### config.mk
export PLATFORM = sky130hd
export DESIGN_NAME = arp_cache_with_aging
export DESIGN_NICKNAME = d
export VERILOG_FILES = /design/src/rtl/arpc_pkg.sv /design/src/rtl/arpc_ram.sv /design/src/rtl/arpc_ctrl.sv /design/src/rtl/arpc_dp.sv /design/src/rtl/arp_cache_with_aging.sv
export SDC_FILE = /design/constraint.sdc
export NUM_CORES = 2
export LEC_CHECK = 0
export BUFFER_PORTS_ARGS = -buffer_cell sky130_fd_sc_hd__buf_2
export CORE_MARGIN = 2
export CORE_UTILIZATION = 62
export CTS_CLUSTER_SIZE = 16
export DETAILED_ROUTE_END_ITERATION = 12
export GPL_TIMING_DRIVEN = 1
export PLACE_DENSITY = 0.86
export RECOVER_POWER = 100
export SLEW_MARGIN = 30
export SYNTH_ARGS = -nofsm -noshare
export SYNTH_HDL_FRONTEND = slang
export SYNTH_HIERARCHICAL = 1
export SYNTH_SLANG_ARGS = --single-unit
### constraint.sdc
create_clock -name clk -period 8.52 [get_ports clk]
set_clock_uncertainty 0.1 [all_clocks]
set_input_delay 0.852 -clock clk [delete_from_list [all_inputs] [get_ports clk]]
set_output_delay 0.852 -clock clk [all_outputs]
set_load 0.005 [all_outputs]
### src/rtl/arpc_pkg.sv
`default_nettype none
// ---------------------------------------------------------------------------
// arpc_pkg
// Shared types and constants of the address resolution cache with aging.
// ---------------------------------------------------------------------------
package arpc_pkg;

  localparam int ENTRIES_DEF = 16;

  localparam int OP_W    = 2;
  localparam int IP_W    = 32;
  localparam int MAC_W   = 48;
  localparam int STAMP_W = 32;
  localparam int TMO_W   = 16;
  localparam int ST_W    = 2;
  localparam int CNT_W   = 5;

  localparam logic [CNT_W-1:0] CNT_MAX     = '1;
  localparam logic [TMO_W-1:0] TIMEOUT_RST = 16'd15;

  localparam logic [OP_W-1:0] OP_LOOKUP = 2'd0;
  localparam logic [OP_W-1:0] OP_ADD    = 2'd1;
  localparam logic [OP_W-1:0] OP_TICK   = 2'd2;
  localparam logic [OP_W-1:0] OP_SWEEP  = 2'd3;

  localparam logic [ST_W-1:0] ST_DONE      = 2'd0;
  localparam logic [ST_W-1:0] ST_INSERTED  = 2'd1;
  localparam logic [ST_W-1:0] ST_REFRESHED = 2'd2;
  localparam logic [ST_W-1:0] ST_FULL      = 2'd3;

  typedef struct packed {
    logic [OP_W-1:0]  opcode;
    logic [IP_W-1:0]  ip_addr;
    logic [MAC_W-1:0] mac_addr;
  } arpc_in_t;

  typedef struct packed {
    logic             hit;
    logic [MAC_W-1:0] mac_out;
    logic [ST_W-1:0]  status;
    logic [CNT_W-1:0] removed_count;
  } arpc_out_t;

  // Controller to datapath.
  typedef struct packed {
    logic load;
    logic issue;
    logic commit;
  } arpc_cmd_t;

  // Datapath to controller.
  typedef struct packed {
    logic in_is_tick;
    logic last_addr;
  } arpc_sts_t;

endpackage
`default_nettype wire

### src/rtl/arpc_ram.sv
`default_nettype none
// ---------------------------------------------------------------------------
// arpc_ram
// Generic single-write, single-read RAM with a registered read port.
// ---------------------------------------------------------------------------
module arpc_ram #(
  parameter int WIDTH = 32,
  parameter int DEPTH = 16
) (
  input  wire logic                     clk,
  input  wire logic                     we,
  input  wire logic [$clog2(DEPTH)-1:0] waddr,
  input  wire logic [WIDTH-1:0]         wdata,
  input  wire logic [$clog2(DEPTH)-1:0] raddr,
  output logic      [WIDTH-1:0]         rdata
);

  logic [WIDTH-1:0] mem_r [DEPTH];
  logic [WIDTH-1:0] rdata_r;

  always_ff @(posedge clk) begin
    if (we) begin
      mem_r[waddr] <= wdata;
    end
    rdata_r <= mem_r[raddr];
  end

  assign rdata = rdata_r;

endmodule
`default_nettype wire

### src/rtl/arpc_ctrl.sv
`default_nettype none
// ---------------------------------------------------------------------------
// arpc_ctrl
// Sequencer: accepts one transaction, walks the table unless it is a tick, commits the result.
// ---------------------------------------------------------------------------
module arpc_ctrl
  import arpc_pkg::*;
(
  input  wire logic      clk,
  input  wire logic      rst_n,
  input  wire logic      in_valid,
  output logic           in_ready,
  output logic           out_valid,
  input  wire logic      out_ready,
  input  wire arpc_sts_t sts,
  output arpc_cmd_t      cmd
);

  localparam logic [1:0] S_IDLE   = 2'd0;
  localparam logic [1:0] S_SCAN   = 2'd1;
  localparam logic [1:0] S_DRAIN  = 2'd2;
  localparam logic [1:0] S_COMMIT = 2'd3;

  logic [1:0] state_r, state_nxt;
  logic       out_valid_r, out_valid_nxt;

  always_comb begin
    state_nxt = state_r;
    cmd       = '0;
    in_ready  = 1'b0;
    case (state_r)
      S_IDLE: begin
        in_ready = 1'b1;
        if (in_valid) begin
          cmd.load  = 1'b1;
          state_nxt = sts.in_is_tick ? S_COMMIT : S_SCAN;
        end
      end
      S_SCAN: begin
        cmd.issue = 1'b1;
        if (sts.last_addr) begin
          state_nxt = S_DRAIN;
        end
      end
      S_DRAIN: begin
        state_nxt = S_COMMIT;
      end
      S_COMMIT: begin
        // The result register must be free before the table is updated.
        if (!out_valid_r || out_ready) begin
          cmd.commit = 1'b1;
          state_nxt  = S_IDLE;
        end
      end
      default: begin
        state_nxt = S_IDLE;
      end
    endcase
  end

  always_comb begin
    if (cmd.commit) begin
      out_valid_nxt = 1'b1;
    end else if (out_ready) begin
      out_valid_nxt = 1'b0;
    end else begin
      out_valid_nxt = out_valid_r;
    end
  end

  always_ff @(posedge clk) begin
    if (!rst_n) begin
      state_r     <= S_IDLE;
      out_valid_r <= 1'b0;
    end else begin
      state_r     <= state_nxt;
      out_valid_r <= out_valid_nxt;
    end
  end

  assign out_valid = out_valid_r;

endmodule
`default_nettype wire

### src/rtl/arpc_dp.sv
`default_nettype none
// ---------------------------------------------------------------------------
// arpc_dp
// Table storage, valid bits, seconds counter, scan evaluation and result
// register.
// ---------------------------------------------------------------------------
module arpc_dp
  import arpc_pkg::*;
#(
  parameter int ENTRIES = ENTRIES_DEF
) (
  input  wire logic             clk,
  input  wire logic             rst_n,
  input  wire arpc_in_t         in_data,
  input  wire logic             cfg_we,
  input  wire logic [TMO_W-1:0] cfg_wdata,
  input  wire arpc_cmd_t        cmd,
  output arpc_sts_t             sts,
  output arpc_out_t             out_data
);

  localparam int IDX_W = $clog2(ENTRIES);

  logic [TMO_W-1:0]   timeout_r;
  logic [STAMP_W-1:0] now_r;
  logic [ENTRIES-1:0] valid_r, valid_nxt;

  logic [OP_W-1:0]  op_r;
  logic [IP_W-1:0]  ip_r;
  logic [MAC_W-1:0] mac_r;

  logic [IDX_W-1:0] rd_addr_r;
  logic             pend_r;
  logic [IDX_W-1:0] pend_idx_r;

  logic             found_r, found_nxt;
  logic [IDX_W-1:0] slot_r, slot_nxt;
  logic [MAC_W-1:0] hit_mac_r, hit_mac_nxt;
  logic             free_r, free_nxt;
  logic [IDX_W-1:0] free_slot_r, free_slot_nxt;
  logic [CNT_W-1:0] count_r, count_nxt;

  arpc_out_t out_r, out_nxt;

  logic [IP_W-1:0]    rd_ip;
  logic [MAC_W-1:0]   rd_mac;
  logic [STAMP_W-1:0] rd_stamp;
  logic [STAMP_W-1:0] age;
  logic               cur_valid;

  logic             ip_we, stamp_we;
  logic [IDX_W-1:0] stamp_waddr;

  assign sts.in_is_tick = (in_data.opcode == OP_TICK);
  assign sts.last_addr  = (rd_addr_r == IDX_W'(ENTRIES - 1));

  assign cur_valid = valid_r[pend_idx_r];
  assign age       = now_r - rd_stamp;

  // New entries write every field; a refresh only rewrites the timestamp.
  assign ip_we       = cmd.commit && (op_r == OP_ADD) && !found_r && free_r;
  assign stamp_we    = cmd.commit && (op_r == OP_ADD) && (found_r || free_r);
  assign stamp_waddr = found_r ? slot_r : free_slot_r;

  arpc_ram #(.WIDTH(IP_W), .DEPTH(ENTRIES)) u_ip_ram (
    .clk   (clk),
    .we    (ip_we),
    .waddr (free_slot_r),
    .wdata (ip_r),
    .raddr (rd_addr_r),
    .rdata (rd_ip)
  );

  arpc_ram #(.WIDTH(MAC_W), .DEPTH(ENTRIES)) u_mac_ram (
    .clk   (clk),
    .we    (ip_we),
    .waddr (free_slot_r),
    .wdata (mac_r),
    .raddr (rd_addr_r),
    .rdata (rd_mac)
  );

  arpc_ram #(.WIDTH(STAMP_W), .DEPTH(ENTRIES)) u_stamp_ram (
    .clk   (clk),
    .we    (stamp_we),
    .waddr (stamp_waddr),
    .wdata (now_r),
    .raddr (rd_addr_r),
    .rdata (rd_stamp)
  );

  // Scan evaluation: one entry per cycle, in the cycle after its read address.
  always_comb begin
    valid_nxt     = valid_r;
    found_nxt     = found_r;
    slot_nxt      = slot_r;
    hit_mac_nxt   = hit_mac_r;
    free_nxt      = free_r;
    free_slot_nxt = free_slot_r;
    count_nxt     = count_r;
    if (cmd.load) begin
      found_nxt = 1'b0;
      free_nxt  = 1'b0;
      count_nxt = '0;
    end else if (pend_r) begin
      if (cur_valid && (rd_ip == ip_r) && !found_r) begin
        found_nxt   = 1'b1;
        slot_nxt    = pend_idx_r;
        hit_mac_nxt = rd_mac;
      end
      if (!cur_valid && !free_r) begin
        free_nxt      = 1'b1;
        free_slot_nxt = pend_idx_r;
      end
      if ((op_r == OP_SWEEP) && cur_valid && (age > STAMP_W'(timeout_r))) begin
        valid_nxt[pend_idx_r] = 1'b0;
        if (count_r != CNT_MAX) begin
          count_nxt = count_r + CNT_W'(1);
        end
      end
    end else if (ip_we) begin
      valid_nxt[free_slot_r] = 1'b1;
    end
  end

  always_comb begin
    out_nxt = '0;
    case (op_r)
      OP_LOOKUP: begin
        out_nxt.hit     = found_r;
        out_nxt.mac_out = found_r ? hit_mac_r : '0;
        out_nxt.status  = ST_DONE;
      end
      OP_ADD: begin
        if (found_r) begin
          out_nxt.hit    = 1'b1;
          out_nxt.status = ST_REFRESHED;
        end else if (free_r) begin
          out_nxt.status = ST_INSERTED;
        end else begin
          out_nxt.status = ST_FULL;
        end
      end
      OP_SWEEP: begin
        out_nxt.removed_count = count_r;
      end
      default: begin
        out_nxt = '0;
      end
    endcase
  end

  always_ff @(posedge clk) begin
    if (!rst_n) begin
      timeout_r <= TIMEOUT_RST;
      now_r     <= '0;
      valid_r   <= '0;
      pend_r    <= 1'b0;
      rd_addr_r <= '0;
    end else begin
      if (cfg_we) begin
        timeout_r <= cfg_wdata;
      end
      if (cmd.commit && (op_r == OP_TICK)) begin
        now_r <= now_r + STAMP_W'(1);
      end
      valid_r <= valid_nxt;
      pend_r  <= cmd.issue;
      if (cmd.load) begin
        rd_addr_r <= '0;
      end else if (cmd.issue) begin
        rd_addr_r <= rd_addr_r + IDX_W'(1);
      end
    end
  end

  always_ff @(posedge clk) begin
    if (cmd.load) begin
      op_r  <= in_data.opcode;
      ip_r  <= in_data.ip_addr;
      mac_r <= in_data.mac_addr;
    end
    pend_idx_r  <= rd_addr_r;
    found_r     <= found_nxt;
    slot_r      <= slot_nxt;
    hit_mac_r   <= hit_mac_nxt;
    free_r      <= free_nxt;
    free_slot_r <= free_slot_nxt;
    count_r     <= count_nxt;
    if (cmd.commit) begin
      out_r <= out_nxt;
    end
  end

  assign out_data = out_r;

endmodule
`default_nettype wire

### src/rtl/arp_cache_with_aging.sv
`default_nettype none
// ---------------------------------------------------------------------------
// arp_cache_with_aging
// Address resolution cache: IPv4 to MAC table with timestamp-based aging.
// ---------------------------------------------------------------------------
// Usage:
//   Input channel in_valid/in_ready/in_data carries one operation per
//   transaction: lookup, add or refresh, one-second tick, or sweep. Every
//   input transaction produces exactly one result transaction on
//   out_valid/out_ready/out_data.
//   cfg_we/cfg_wdata write the timeout in seconds; write only while idle.
//   Throughput: lookup, add and sweep walk the table through the RAM read
//   port one entry per cycle and then commit; a tick skips the walk and
//   commits directly.
//   One transaction is in flight at a time; the next one is accepted while
//   the previous result still waits in the output register.
//   A stalled receiver holds the result; the next transaction finishes its
//   walk and waits before updating the table until the output is free.
//   Reset clears all valid bits, the seconds counter and the output valid
//   flag, and restores the timeout to 15 seconds; the block is ready right after.
// ---------------------------------------------------------------------------
module arp_cache_with_aging
  import arpc_pkg::*;
#(
  parameter int ENTRIES = ENTRIES_DEF
) (
  input  wire logic             clk,
  input  wire logic             rst_n,
  input  wire logic             in_valid,
  output logic                  in_ready,
  input  wire arpc_in_t         in_data,
  output logic                  out_valid,
  input  wire logic             out_ready,
  output arpc_out_t             out_data,
  input  wire logic             cfg_we,
  input  wire logic [TMO_W-1:0] cfg_wdata
);

  arpc_cmd_t cmd;
  arpc_sts_t sts;

  arpc_ctrl u_ctrl (
    .clk       (clk),
    .rst_n     (rst_n),
    .in_valid  (in_valid),
    .in_ready  (in_ready),
    .out_valid (out_valid),
    .out_ready (out_ready),
    .sts       (sts),
    .cmd       (cmd)
  );

  arpc_dp #(.ENTRIES(ENTRIES)) u_dp (
    .clk       (clk),
    .rst_n     (rst_n),
    .in_data   (in_data),
    .cfg_we    (cfg_we),
    .cfg_wdata (cfg_wdata),
    .cmd       (cmd),
    .sts       (sts),
    .out_data  (out_data)
  );

  a_busy_after_accept: assert property (@(posedge clk) disable iff (!rst_n)
    (in_valid && in_ready) |=> !in_ready)
    else $error("block accepted a second transaction back to back");

  a_commit_sets_valid: assert property (@(posedge clk) disable iff (!rst_n)
    cmd.commit |=> out_valid)
    else $error("committed result not presented");

  a_cmd_exclusive: assert property (@(posedge clk) disable iff (!rst_n)
    $onehot0({cmd.load, cmd.issue, cmd.commit}))
    else $error("controller issued overlapping commands");

  a_load_on_accept: assert property (@(posedge clk) disable iff (!rst_n)
    cmd.load |-> (in_valid && in_ready))
    else $error("datapath loaded without an accepted transaction");

endmodule
`default_nettype wire

After elaboration in Yosys (flattened, before gate mapping)
Memories as Yosys holds them, arrays and structs flattened. A register that Yosys moved wholly into a read port is not among the register bits.
Index checks and enable logic that the tools add are counted.
W data, S select, Z words.
{"block": "totals", "regBits": 277, "ramBits": 1792, "in_bits": 103, "output_inout_bits": 58, "wordCells": 117, "mem_count": 3}
{"block": "op_classes", "add_sub_neg": 4, "n_lt_le_gt_ge": 5, "eq_ne": 14, "mux": 31, "bitwise": 6, "n_reduce_logical": 32}
{"memory": "u_dp.u_mac_ram.mem_r", "depth": 16, "word_bits": 48, "read_ports": 1, "rd_clocked_by_memory_dff": 1, "write_ports": 1, "line_no": "arpc_ram.sv:18", "rtl": "logic [WIDTH-1:0] mem_r [DEPTH];"}
{"memory": "u_dp.u_ip_ram.mem_r", "depth": 16, "word_bits": 32, "read_ports": 1, "rd_clocked_by_memory_dff": 1, "write_ports": 1, "line_no": "arpc_ram.sv:18"}
{"memory": "u_dp.u_stamp_ram.mem_r", "depth": 16, "word_bits": 32, "read_ports": 1, "rd_clocked_by_memory_dff": 1, "write_ports": 1, "line_no": "arpc_ram.sv:18"}
{"cell": "$mux W16", "n": 3}
{"cell": "$add A32 B1 Y32 const B", "n": 1}
{"cell": "$eq A32 B32 Y1", "n": 1}
{"cell": "$gt A32 B16 Y1", "n": 1}
{"cell": "$sub A32 B32 Y32", "n": 1}
{"cell": "$and A16 B16 Y16", "n": 1}
{"cell": "$mux W1", "n": 16}
{"cell": "$not A16 Y16", "n": 1}
{"cell": "$or A16 B16 Y16", "n": 1}
{"cell": "$reduce_and A3 Y1", "n": 5}
{"cell": "$logic_and A1 B1 Y1", "n": 12}
{"cell": "$mux W2", "n": 6}
{"cell": "$eq A2 B2 Y1 const B", "n": 5}
{"cell": "$lt A4 B5 Y1 const B", "n": 2}
{"cell": "$demux W1 S4", "n": 2}
{"cell": "$ge A4 B1 Y1 const B", "n": 2}
{"cell": "$pmux W2 S4", "n": 1}
{"cell": "$ne A2 B2 Y1 const B", "n": 3}
{"cell": "$reduce_and A2 Y1", "n": 3}
{"cell": "$add A5 B1 Y5 const B", "n": 1}
{"cell": "$ne A5 B5 Y1 const B", "n": 1}
{"cell": "$add A4 B1 Y4 const B", "n": 1}
{"cell": "$bmux W1 S4", "n": 1}
{"cell": "$eq A2 B1 Y1 const B", "n": 2}
{"cell": "10 further kinds", "n": 19}

Logic depth before layout (Yosys ltp)
{"block": "logic_depth", "word_depth": 9, "ltp_mapped": 22, "ltp_nobuf": 21}

Cells and area by module
Netlist, hierarchy kept.
{"mod": "arpc_ram at u_dp.u_ip_ram ...", "n_inst": 2, "cells_per_inst": 838, "area_per_inst_um2": 19854.0, "seq_area_each_um2": 16015.4}
{"mod": "arpc_ram at u_dp.u_mac_ram", "n_inst": 1, "cells_per_inst": 1242, "area_per_inst_um2": 29694.7, "seq_area_each_um2": 24023.0}
{"mod": "arpc_dp", "n_inst": 1, "cells_per_inst": 1077, "area_per_inst_um2": 12754.7, "seq_area_each_um2": 7427.1}
{"mod": "arpc_ctrl", "n_inst": 1, "cells_per_inst": 24, "area_per_inst_um2": 226.5, "seq_area_each_um2": 60.1}

Worst setup path after synthesis
OpenSTA, ideal clock, no wires.
{"block": "synth_timing", "kind": "input to register", "start": "in out_ready", "end": "mem u_dp/u_mac_ram/mem_r[0][0] (netlist name), enable pin", "setup_time_ns": 0.513, "t_arrival_ns": 5.685, "required_ns": 7.907, "path_slack_ns": 2.222, "path_stages": 6, "n_path_buf": 1, "path_cell_list": "nor2b_4 and2b_2 buf_4 and3_1 or3b_2 nor3_1"}
{"item": "start: declaration", "line_no": "arp_cache_with_aging.sv:33", "rtl": "input wire logic out_ready,"}
{"item": "end: declaration", "line_no": "arpc_ram.sv:18"}

Worst setup path in the final report
{"block": "layout_timing", "start": "reg u_dp.op_r[1]", "end": "mem u_dp/u_mac_ram/mem_r[10][23] (netlist name), enable pin"}
{"block": "layout_via", "elab_chain_cells": 6}
{"item": "start: declaration", "line_no": "arpc_dp.sv:28", "rtl": "logic [OP_W-1:0] op_r;"}
{"item": "start signal: assignment", "line_no": "arpc_dp.sv:179", "rtl": "op_r <= in_data.opcode;"}
{"item": "$eq A2 B1 Y1", "line_no": "arpc_dp.sv:61", "rtl": "assign ip_we = cmd.commit && (op_r == OP_ADD) && !found_r && free_r;"}
{"item": "$logic_and A1 B1 Y1 (3 in a row)", "line_no": "arpc_dp.sv:61"}
{"item": "net u_dp.ip_we", "line_no": "arpc_dp.sv:51", "rtl": "logic ip_we, stamp_we;"}
{"item": "$mux W1", "line_no": "arpc_ram.sv:22", "rtl": "if (we) begin"}
{"item": "$mux W1 (implied by the code)", "line_no": "arpc_ram.sv:23", "rtl": "mem_r[waddr] <= wdata;"}
The timed path passes the listed nets, and every way through them passes these cells.

==> results.yml <==
run_status:
  violations: "capacitance limit, slew limit"
  status: "finished, violations left"
power:
  power_density_nw_per_um2: 264
  p_leak_uw: 0.0280
  ir_worst_vdd_mv: 0.280
yosys:
  synth_fp_nets: 4178
  synth_cell_types: 81
  yosys_warnings: 6
  synth-async-reset-ratio_pct: 0
  synth_edf_count: 1986
  yosys-top-cells-area: "edfxtp_1, mux4_2, dfxtp_1, a22oi_1, ha_1"
  synth-seq-cells: 2181
  synth.avg_cell_area_um2: 20.5
  yosys.area.top_type_share_pct: 72.4
  yosysTopAreaCell: "edfxtp_1"
  synth_common_cells: "edfxtp_1, mux4_2, a22oi_1"
  seq_area_frac_synth_pct: 77.1
  syn-cell-area_um2: 82400
  yosys_most_used_dff: "edfxtp_1"
  syn_inst: 4019
  synth.most_common_cell: "edfxtp_1"
job:
  drv_cap: 71
placed_design:
  dp_slack_ns: 2.82
  dp.cells: 5831
  post-dp-hpwl_um: 100000
  placed_area_um2: 85700
  place.gp.congestion: 0.902
  portBuffers: 160
global_routing:
  antenna_found_initial: 12
  grt_usage_pct: 30.0
  grt-ovfl-total: 0
  grt_pass1_vias: 43731
  grt_max_degree: 134
  grt_pass1_wl_um: 294000
timing:
  hold_viol: 0
  min_period_ns: 7.10
  grt_setup_unrepaired: "false"
  slew_viol_final: 2399
  setup_viol: 0
  tightest_slew_ns: 4.63
  setup_slack_ns: 1.42
  relSlewSlack_pct: -209
  fin_crit_sh_pct: 83.3
  setup_tns_ns: 0
  max_freq_mhz: 141
cts:
  cts_buffers: 197
  cts_resized: 0
  cts.clk_slew.worst_paths_ns: 0.07
  insertion_delay_ns: 0.84
  cts-root-buf: "clkbuf_16"
  cts_tree: "done"
  post_cts_buffers: 0
  ctsHoldBuffers: 0
  max-clock-path-buffers: 3
  htree_num_levels: 4
  clock-sinks: 2181
worst_setup_path:
  rr_startpoint: "u_dp/op_r[1]"
  cp-startpoint: "u_dp/op_r[1]"
  cp-start-kind: "flip-flop"
  cp-end-kind: "flip-flop"
  cp.arrival_ns: 7.34
  path_max_fanout: 32
  criticalPathCategory: "reg2reg"
  worstPathRequired_ns: 8.76
layout:
  drive_above_1_share_pct: 20.5
  final_cells: 6208
  seq_area_um2: 63500
  multi_input_area_um2: 17800
  final_nets: 4435
  syn_to_final_growth_pct: 11.2
  fin_area_um2: 91600
  nFillCells: 7402
routing:
  route.vias.total: 42399
  viasPerCell: 6.83
  drt_iter0_markers: 5853
  drc: 0
  postRouteWirelength_um: 203000
  routedWlPerCell_um: 32.7
  ant_nets: 0
  drt_pass1_iterations: 7
min_path:
  holdCritPathClass: "in2reg"
  min_from: "in_data[35]"
floorplan:
  core_area_um2: 132000
  die_w_um: 369
  die_h_um: 369
  row_count: 133
  io_pins: 161
  start_util_pct: 62.6
  die_area_um2: 136000
where the power goes:
part | total [uW] | switching [uW] | internal (uW)
Clock | 8930 | 3960 | 4980
Sequential | 12700 | 452 | 12200
Combinational | 2640 | 1400 | 1240
metrics by stage:
step	total power (uW)	hold slack, ns	utilization, %
after detailed placement	15400	0.289	65.1
after floorplan	14700	0.286	-
after CTS	24300	0.0385	70.0
after global routing	24900	0.0529	69.6
final	24200	0.0842	69.6
after global placement	15300	0.288	65.0
layout make-up:
| class | instances | share of cell area (%) |
|---|---|---|
| inverters | 70 | 0.287 |
| flip-flops and latches | 2181 | 69.4 |
| clock inverters | 100 | 1.11 |
| well taps | 1755 | 2.40 |
| diodes | 3 | 0.00819 |
| repair buffers | 246 | 1.37 |
| clock buffers | 273 | 6.01 |
| multi-input cells | 1580 | 19.5 |
per-layer routing:
metal | global-route usage [%] | routed length [um]
met5 | 0 | 46
met4 | 11.4 | 8010
met3 | 6.58 | 22900
met2 | 50.2 | 103000
met1 | 39.0 | 69000
placed cells by master, fill, tap and decap left out, types with 16 or more instances in the layout:
| cell | synthesis | layout |
|---|---|---|
| mux2i_1 | 17 | 17 |
| o21ai_0 | 39 | 40 |
| inv_1 | 70 | 70 |
| ha_1 | 55 | 55 |
| nand4_1 | 28 | 28 |
| clkbuf_16 | 0 | 200 |
| nor2_4 | 0 | 20 |
| clkbuf_1 | 92 | 187 |
| edfxtp_1 | 1986 | 1986 |
| clkbuf_8 | 0 | 23 |
| xnor2_1 | 65 | 65 |
| nand2_1 | 169 | 169 |
| dfxtp_1 | 195 | 195 |
| and2_1 | 86 | 25 |
| clkinv_1 | 0 | 24 |
| clkinv_2 | 0 | 40 |
| nor2b_1 | 31 | 25 |
| and3_1 | 16 | 16 |
| a22oi_1 | 225 | 225 |
| mux4_2 | 453 | 453 |
| nand3_1 | 30 | 30 |
| a21oi_1 | 54 | 54 |
| nor3_1 | 26 | 24 |
| buf_2 | 21 | 81 |
| nor2_1 | 92 | 72 |
| and2_0 | 0 | 61 |
logic make-up after synthesis:
logic type / after synthesis / synth area share [%]
compound gates: 418 / 3.61
xor+xnor: 80 / 0.851
fa+ha+maj: 56 / 0.860
buf+inv: 258 / 1.46
flops: 2181 / 77.1
mux: 476 / 12.7
simple gates: 550 / 3.42
state kept, by name, summed over array words and instances (netlist names):
register / cells
u_dp/found_r: 1
u_dp/u_stamp_ram/mem_r: 512
u_dp/valid_r: 16
u_dp/pend_idx_r: 4
u_dp/count_r: 5
u_dp/pend_r: 1
u_dp/timeout_r: 16
u_dp/free_slot_r: 4
u_dp/u_mac_ram/mem_r: 768
u_dp/ip_r: 32
u_dp/now_r: 32
u_dp/op_r: 2
u_dp/u_mac_ram/rdata: 48
u_dp/mac_r: 48
u_dp/u_ip_ram/mem_r: 512
u_ctrl/out_valid: 1
u_dp/slot_r: 4
u_dp/out_data: 56
u_ctrl/state_r: 2
u_dp/free_r: 1
u_dp/u_ip_ram/rdata: 32
u_dp/hit_mac_r: 48
u_dp/rd_addr_r: 4
u_dp/u_stamp_ram/rdata: 32
worst max-delay path, stage by stage (launching register included):
cell      delay [ns]
edfxtp_1        0.63
nand2b_1        0.28
nor2_1          0.33
and3_1          0.52
nand3b_1        0.37
nor2_1          1.81
clkbuf_1        2.54
final timing paths:
kind / to / slack [ns] / cells after the start
setup / recovery: u_dp/u_mac_ram/mem_r[10][23] / 1.42 / 6
setup reg to reg: u_dp/u_mac_ram/mem_r[10][23] / 1.42 / 6
hold / removal: u_dp/mac_r[35] / 0.08 / 1
hold reg to reg: u_dp/hit_mac_r[36] / 0.30 / 0
(Power assumes the default switching activity.)
